$ cat src/design/ssi_pkg.sv
// shared types and constants of the sorted set intersection block
package ssi_pkg;
    localparam int VAL_W = 32;
    localparam logic OP_A = 1'b0;
    localparam logic OP_B = 1'b1;
    typedef struct packed {
        logic [VAL_W-1:0] value;
        logic             opcode;
        logic             last;
    } t_item;
    typedef struct packed {
        logic [VAL_W-1:0] value;
        logic             last;
        logic             empty;
        logic             overflow;
    } t_res;
endpackage

$ cat src/design/ssi_front.sv
// front end: input skid queue of two words
module ssi_front (
    input  logic          i_clk,
    input  logic          i_rst_n,
    input  logic          i_valid,
    output logic          o_ready,
    input  ssi_pkg::t_item i_item,
    output logic          o_valid,
    input  logic          i_ready,
    output ssi_pkg::t_item o_item
);
    ssi_pkg::t_item r_q [2];
    logic           r_rd, r_wr;
    logic [1:0]     r_cnt;
    logic           push, pop;

    assign o_ready = (r_cnt != 2'd2);
    assign o_valid = (r_cnt != 2'd0);
    assign o_item  = r_q[r_rd];
    assign push    = i_valid && o_ready;
    assign pop     = o_valid && i_ready;

    always_ff @(posedge i_clk) begin
        if (push) r_q[r_wr] <= i_item;
        if (!i_rst_n) begin
            r_rd <= 1'b0;
            r_wr <= 1'b0;
            r_cnt <= 2'd0;
        end else begin
            if (push) r_wr <= ~r_wr;
            if (pop) r_rd <= ~r_rd;
            r_cnt <= r_cnt + {1'b0, push} - {1'b0, pop};
        end
    end
endmodule

$ cat src/design/ssi_back.sv
// back end: set storage and ordered intersection scan
module ssi_back #(
    parameter int MAX_ELEMS = 64
) (
    input  logic          i_clk,
    input  logic          i_rst_n,
    input  logic          i_valid,
    output logic          o_ready,
    input  ssi_pkg::t_item i_item,
    output logic          o_valid,
    input  logic          i_ready,
    output ssi_pkg::t_res  o_res
);
    localparam int CW = $clog2(MAX_ELEMS + 1);
    localparam int IW = (MAX_ELEMS > 1) ? $clog2(MAX_ELEMS) : 1;
    localparam logic [2:0] S_LOAD = 3'd0, S_AMIN = 3'd1, S_BSCAN = 3'd2, S_EMIT = 3'd3,
                           S_DONE = 3'd4;
    localparam logic [ssi_pkg::VAL_W-1:0] BIAS = 32'h8000_0000;

    logic [ssi_pkg::VAL_W-1:0] r_amem [MAX_ELEMS];
    logic [ssi_pkg::VAL_W-1:0] r_bmem [MAX_ELEMS];
    logic [ssi_pkg::VAL_W-1:0] r_ad, r_bd;
    logic [ssi_pkg::VAL_W-1:0] r_prev, r_best, r_pval;
    logic [CW-1:0] r_ca, r_cb, r_i, r_j;
    logic          r_drop, r_hp, r_found, r_pend, r_rdv;
    logic [2:0]    r_st;
    logic          r_ov;
    ssi_pkg::t_res r_out, n_out;
    logic          r_ov_valid;
    logic [ssi_pkg::VAL_W-1:0] akey, bkey;
    logic          full_a, full_b, ld_a, ld_b, out_free, ld_out;

    assign full_a   = (r_ca == CW'(MAX_ELEMS));
    assign full_b   = (r_cb == CW'(MAX_ELEMS));
    assign o_ready  = (r_st == S_LOAD);
    assign o_valid  = r_ov_valid;
    assign o_res    = r_out;
    assign ld_a     = o_ready && i_valid && i_item.opcode == ssi_pkg::OP_A && !full_a;
    assign ld_b     = o_ready && i_valid && i_item.opcode == ssi_pkg::OP_B && !full_b;
    // biased keys compare in signed order as unsigned
    assign akey     = r_ad ^ BIAS;
    assign bkey     = r_bd ^ BIAS;
    assign out_free = !r_ov_valid || i_ready;

    // set memories, one write and one registered read each per cycle
    always_ff @(posedge i_clk) begin
        if (ld_a) r_amem[r_ca[IW-1:0]] <= i_item.value;
        if (ld_b) r_bmem[r_cb[IW-1:0]] <= i_item.value;
        r_ad <= r_amem[r_i[IW-1:0]];
        r_bd <= r_bmem[r_j[IW-1:0]];
    end

    // one match is held back so the closing word can carry last
    always_comb begin
        ld_out = 1'b0;
        n_out  = r_out;
        if (r_st == S_EMIT && r_pend && out_free) begin
            ld_out = 1'b1;
            n_out  = '{value: r_pval, last: 1'b0, empty: 1'b0, overflow: r_ov};
        end else if (r_st == S_DONE && out_free) begin
            ld_out = 1'b1;
            if (r_pend) n_out = '{value: r_pval, last: 1'b1, empty: 1'b0, overflow: r_ov};
            else n_out = '{value: '0, last: 1'b1, empty: 1'b1, overflow: r_ov};
        end
    end

    always_ff @(posedge i_clk) begin
        if (!i_rst_n) begin
            r_st <= S_LOAD;
            r_ca <= '0;
            r_cb <= '0;
            r_drop <= 1'b0;
            r_pend <= 1'b0;
            r_rdv <= 1'b0;
            r_ov_valid <= 1'b0;
        end else begin
            r_ov_valid <= ld_out || (r_ov_valid && !i_ready);
            if (ld_out) r_out <= n_out;
            unique case (r_st)
                S_LOAD: if (i_valid) begin
                    if (i_item.opcode == ssi_pkg::OP_A) begin
                        if (full_a) r_drop <= 1'b1;
                        else r_ca <= r_ca + 1'b1;
                    end else begin
                        if (full_b) r_drop <= 1'b1;
                        else r_cb <= r_cb + 1'b1;
                        if (i_item.last) begin
                            r_ov <= r_drop || full_b;
                            r_hp <= 1'b0;
                            r_pend <= 1'b0;
                            r_i <= '0;
                            r_found <= 1'b0;
                            r_rdv <= 1'b0;
                            r_st <= S_AMIN;
                        end
                    end
                end
                // smallest A key above the previous candidate
                S_AMIN: begin
                    if (r_i != r_ca) begin
                        r_i <= r_i + 1'b1;
                        r_rdv <= 1'b1;
                    end else begin
                        r_rdv <= 1'b0;
                    end
                    if (r_rdv && (!r_hp || akey > r_prev) && (!r_found || akey < r_best)) begin
                        r_best <= akey;
                        r_found <= 1'b1;
                    end
                    if (r_i == r_ca && !r_rdv) begin
                        r_j <= '0;
                        r_st <= r_found ? S_BSCAN : S_DONE;
                    end
                end
                // look for the candidate in B
                S_BSCAN: begin
                    if (r_rdv && bkey == r_best) begin
                        r_prev <= r_best;
                        r_hp <= 1'b1;
                        r_rdv <= 1'b0;
                        r_st <= S_EMIT;
                    end else if (r_j == r_cb && !r_rdv) begin
                        r_prev <= r_best;
                        r_hp <= 1'b1;
                        r_i <= '0;
                        r_found <= 1'b0;
                        r_st <= S_AMIN;
                    end else if (r_j != r_cb) begin
                        r_j <= r_j + 1'b1;
                        r_rdv <= 1'b1;
                    end else begin
                        r_rdv <= 1'b0;
                    end
                end
                S_EMIT: if (!r_pend || out_free) begin
                    r_pend <= 1'b1;
                    r_pval <= r_best ^ BIAS;
                    r_i <= '0;
                    r_found <= 1'b0;
                    r_st <= S_AMIN;
                end
                S_DONE: if (out_free) begin
                    r_ca <= '0;
                    r_cb <= '0;
                    r_drop <= 1'b0;
                    r_pend <= 1'b0;
                    r_st <= S_LOAD;
                end
                default: r_st <= S_LOAD;
            endcase
        end
    end
endmodule

$ cat src/design/sorted_set_intersection.sv
// Sorted set intersection.
// Input stream: tdata = value, tuser = opcode (0 set A, 1 set B), tlast ends set B.
// Output stream: tdata = value_res, tuser = {overflow, empty_res}, tlast = last_res.
// Loading takes one word per cycle while no scan runs: A and B are written to memories, words pass
// a two word input queue, so a word is registered in the queue before it is written to a set.
// The word marked last on B starts a scan: each pass reads all of A for the smallest value
// above the previous candidate, then reads B for it; a match then passes through the emit
// state. No input is taken while a run lasts.
// Common values leave in ascending order, each one held until the next match is
// found or the scan ends, so the final match carries tlast. With no common value
// one empty word (value 0) with tlast is sent.
// Reset (i_rst_n low, synchronous) clears counts, drop flag and queues.
// When the receiver stalls, the result register holds and the scan waits at the next match;
// the two word input queue fills and then drops tready.
module sorted_set_intersection #(
    parameter int MAX_ELEMS = 64
) (
    input  logic        i_clk,
    input  logic        i_rst_n,
    input  logic        s_axis_tvalid,
    output logic        s_axis_tready,
    input  logic [31:0] s_axis_tdata,  // value
    input  logic        s_axis_tuser,  // opcode
    input  logic        s_axis_tlast,
    output logic        m_axis_tvalid,
    input  logic        m_axis_tready,
    output logic [31:0] m_axis_tdata,  // value_res
    output logic [1:0]  m_axis_tuser,  // {overflow, empty_res}
    output logic        m_axis_tlast
);
    ssi_pkg::t_item in_item, q_item;
    ssi_pkg::t_res  res;
    logic q_valid, q_ready;

    assign in_item = '{value: s_axis_tdata, opcode: s_axis_tuser, last: s_axis_tlast};

    ssi_front u_front (
        .i_clk, .i_rst_n, .i_valid(s_axis_tvalid), .o_ready(s_axis_tready),
        .i_item(in_item), .o_valid(q_valid), .i_ready(q_ready), .o_item(q_item)
    );
    ssi_back #(.MAX_ELEMS(MAX_ELEMS)) u_back (
        .i_clk, .i_rst_n, .i_valid(q_valid), .o_ready(q_ready), .i_item(q_item),
        .o_valid(m_axis_tvalid), .i_ready(m_axis_tready), .o_res(res)
    );
    assign m_axis_tdata = res.value;
    assign m_axis_tuser = {res.overflow, res.empty};
    assign m_axis_tlast = res.last;
endmodule

$ cat config.mk
export PLATFORM = sky130hd
export DESIGN_NAME = sorted_set_intersection
export DESIGN_NICKNAME = d
export VERILOG_FILES = /design/src/design/ssi_pkg.sv /design/src/design/ssi_front.sv /design/src/design/ssi_back.sv /design/src/design/sorted_set_intersection.sv
export SDC_FILE = /design/constraint.sdc
export NUM_CORES = 2
export LEC_CHECK = 0
export BUFFER_PORTS_ARGS = -buffer_cell sky130_fd_sc_hd__buf_2
export CAP_MARGIN = 10
export CORE_MARGIN = 1
export CORE_UTILIZATION = 45
export DETAILED_ROUTE_END_ITERATION = 16
export PLACE_DENSITY = 0.69
export SLEW_MARGIN = 20
export SYNTH_ARGS = -nofsm -noshare
export SYNTH_HDL_FRONTEND = slang
export SYNTH_HIERARCHICAL = 1
export SYNTH_MEMORY_MAX_BITS = 65536
export SYNTH_SLANG_ARGS = --single-unit
export TNS_END_PERCENT = 10
$ cat constraint.sdc
create_clock -name i_clk -period 10.95 [get_ports i_clk]
set_input_delay 0.5475 -clock i_clk [delete_from_list [all_inputs] [get_ports i_clk]]
set_output_delay 0.5475 -clock i_clk [all_outputs]
set_load 0.02 [all_outputs]
==> results.json <==
{
  "status": "finished, final reports clean",
  "post_cts_buffers": 0,
  "initial_core_util_pct": 45.33,
  "cp-start-kind": "flop",
  "grt_util_met1_pct": 30.73,
  "grt_pass1_wl_um": 592700,
  "cts_hold_buffers": 35,
  "fillerInstances": 27850,
  "syn_to_final_growth_pct": 13.34,
  "slew_violations": 0,
  "relSlewSlack_pct": 11.72,
  "grt_max_degree": 158,
  "synth_cells": 6796,
  "p_switching_w": 0.009690,
  "r2r-start": "u_back/r_j[0]",
  "cpLargestDelayFamily": "buffers and inverters",
  "mostFrequentLayoutCell": "edfxtp_1",
  "clk_pin_slew_ns": 0.06,
  "dp.cells": 11710,
  "fin_crit_ns": 4.715,
  "synth.ff_latch_count": 4402,
  "ys_async_sr_fraction_pct": 0,
  "synthFlopType": "edfxtp_1",
  "fin_worst_skew_ns": 0.06827,
  "port-buffer-count": 74,
  "cts-buffers-inserted": 419,
  "worstMarginPinSlew_ns": 1.324,
  "clk_path_buf_depth": 4,
  "power_frac_seq_pct": 51.4,
  "synth_enable_flop_cells": 4312,
  "critPathSlowestCell": "buf_4",
  "htreeDepth": 5,
  "p_comb_share_pct": 12.3,
  "yosysWarnings": 6,
  "clock-sinks": 4402,
  "ys_top_cells_by_area": "edfxtp_1 (77%), mux4_2 (18%), dfxtp_1 (1.1%)",
  "syn_area_sq_um": 167700,
  "maxCapViolations": 0,
  "die_h_um": 612.5,
  "stdcell_count": 12540,
  "rows": 223,
  "tritoncts": "built",
  "slowest_delay_ns": 0.87,
  "worstPathRequired_ns": 11.71,
  "clkPwrFrac_pct": 36.3,
  "rr_worst_depth": 6,
  "timing.final.ws_setup_ns": 6.235,
  "drtIter0Drc": 11030,
  "dieArea_sq_um": 375100,
  "path_buf_inv": 3,
  "top_usage_layer": "met2",
  "place_ws_ns": 6.145,
  "internal_power_w": 0.02967,
  "grt_antenna_before_repair": 42,
  "cp_cell_sequence": "buf_4 > buf_4 > buf_4 > mux4_2 > mux4_2 > mux4_2",
  "drt-pass1-iter-count": 5,
  "grtUsageMet3_pct": 4.453,
  "num_vias": 77700,
  "rrSetupSlack_ns": 6.24,
  "path_depth": 6,
  "dieWidth_um": 612.5,
  "vias_per_cell": 6.196,
  "power.density_nw_per_um2": 207.1,
  "setup.worst_path.start": "u_back/r_j[0]",
  "track_usage_pct": 22.49,
  "worstPathArrival_ns": 5.48,
  "p_total_w": 0.03936,
  "ys_seq_area_share_pct": 78.28,
  "rsz0062_at_grt": "false",
  "cts_resized": 0,
  "insertion_delay_ns": 0.94,
  "crit_end": "u_back/r_bd[25]",
  "hpwl_um": 235800,
  "use_met2_pct": 35.36,
  "setup_viol": 0,
  "layout-drive-gt1-share_pct": 31.84,
  "final_cell_mix": "edfxtp_1 (4,312), mux4_2 (1,344), clkbuf_16 (423), buf_4 (178), nor2_4 (129)",
  "ant_nets": 0,
  "hold_viol_final": 0,
  "routabilityCongestion": 0.8654,
  "fin_nets": 7332,
  "synth_top_area_share_pct": 77.21,
  "yosysTopAreaCell": "edfxtp_1",
  "timing.final.crit_share_pct": 43.06,
  "vdd_drop_max_mv": 0.2427,
  "ys_types": 57,
  "swShare_pct": 24.62,
  "synth_area_per_cell_sq_um": 24.68,
  "cp_max_fo": 44,
  "whs_ns": 0.1125,
  "reg2reg_to": "u_back/r_bd[25]",
  "hp-class": "in2reg",
  "core_area_sq_um": 370000,
  "endpoint_kind": "flop",
  "fmax_ghz": 0.2121,
  "grt-ovfl-total": 0,
  "p_leak_nw": 58.01,
  "path_class": "reg2reg",
  "syn_nets": 6905,
  "tns_ns": 0,
  "pin_count": 75,
  "grt_pass1_vias": 77720,
  "drcViolationCount": 0,
  "wl_per_cell_um": 33.81,
  "drt_wl_total_um": 424100,
  "cts-root-buf": "clkbuf_16"
}
power groups by stage:
stage / clock (W) / sequential, W / combinational [W]
floorplan: 0 / 0.0204 / 0.00282
global placement: 0 / 0.0206 / 0.00465
detailed placement: 0 / 0.0206 / 0.00482
CTS: 0.0144 / 0.0202 / 0.00484
global route: 0.0151 / 0.0202 / 0.00507
finish: 0.0143 / 0.0202 / 0.00485
worst reg2reg max path, cell delays in order, from the launching register on:
cell and delay (ns):
edfxtp_1 0.43, buf_4 0.56, buf_4 0.82, buf_4 0.95
mux4_2 0.65, mux4_2 0.63, mux4_2 0.52
cell usage after synthesis, types with 11 or more instances:
cell type,n
edfxtp_1,4312
mux4_2,1344
nor2_1,173
clkbuf_1,166
dfxtp_1,90
inv_1,77
ha_1,71
buf_2,68
buf_1,65
nand2_1,44
xor2_1,44
a21oi_1,39
and2_1,37
nand3_1,31
mux2_4,30
xnor2_1,25
buf_4,23
o21ai_0,21
nand4_1,19
nor3_1,11
worst min path at each step:
stage	cells past startpoint	slack (ns)	endpoint	from
after floorplan	0	0.40	u_back/o_res[0]	u_back/r_ov
after global placement	0	0.45	u_back/r_best[0]	u_back/r_ad[0]
final	3	0.11	u_back/o_valid	m_axis_tready
after CTS	3	0.05	u_front/r_wr	s_axis_tvalid
after global routing	3	0.10	u_front/r_wr	s_axis_tvalid
after detailed placement	0	0.47	u_back/r_best[25]	u_back/r_ad[25]
registers in the layout (all words and copies together), names as in the netlist, 2 cells and up, named ones only:
| name | count |
|---|---|
| u_back/r_st | 3 |
| u_back/r_amem | 2048 |
| u_back/r_pval | 32 |
| u_back/r_bmem | 2048 |
| u_back/r_i | 7 |
| u_back/r_ad | 32 |
| u_back/r_prev | 32 |
| u_back/o_res | 35 |
| u_back/r_bd | 32 |
| u_back/r_cb | 7 |
| u_back/r_best | 32 |
| u_front/r_cnt | 2 |
| u_back/r_j | 7 |
| u_front/r_q | 68 |
| u_back/r_ca | 7 |
per-stage QoR:
| step | utilization (%) | area (sq um) |
|---|---|---|
| 4_1_cts | 51.32 | 189900 |
| 2_1_floorplan | - | 167700 |
| 5_1_grt | 51.37 | 190100 |
| 6_report | 51.38 | 190100 |
| 3_5_place_dp | 47.59 | 176100 |
| 3_3_place_gp | 47.41 | 175400 |
cell type report:
cell class	instances	area, sq um	area share, %
antenna	23	57.56	0.03028
tap	4950	6193	3.258
multi-input combinational	1981	35590	18.72
clock inverter	227	2217	1.166
sequential	4402	131300	69.07
inverter	79	296.5	0.1560
clock buffer	539	11230	5.908
timing repair buffer	340	3212	1.690
cells by family (layout without fill, tap and decap cells):
kind of cell / Yosys count / count (layout) / share of synthesized area [%]
adder cells (fa/ha/maj): 71 / 71 / 0.5297
flip-flops: 4402 / 4402 / 78.28
other: 0 / 23 / 0
AO/OA/AOI/OAI: 89 / 89 / 0.3231
buffers and inverters: 413 / 1185 / 1.096
AND/OR/NAND/NOR: 372 / 372 / 1.052
XOR/XNOR: 69 / 69 / 0.3603
multiplexers: 1380 / 1380 / 18.36
per-layer routing:
layer	vias to the layer above	wire, um
met3	784	44180
met5	-	61
li1	30140	-
met4	10	20800
met1	41950	156900
met2	4818	202100
Note: power is estimated with default switching activity, not from simulation.
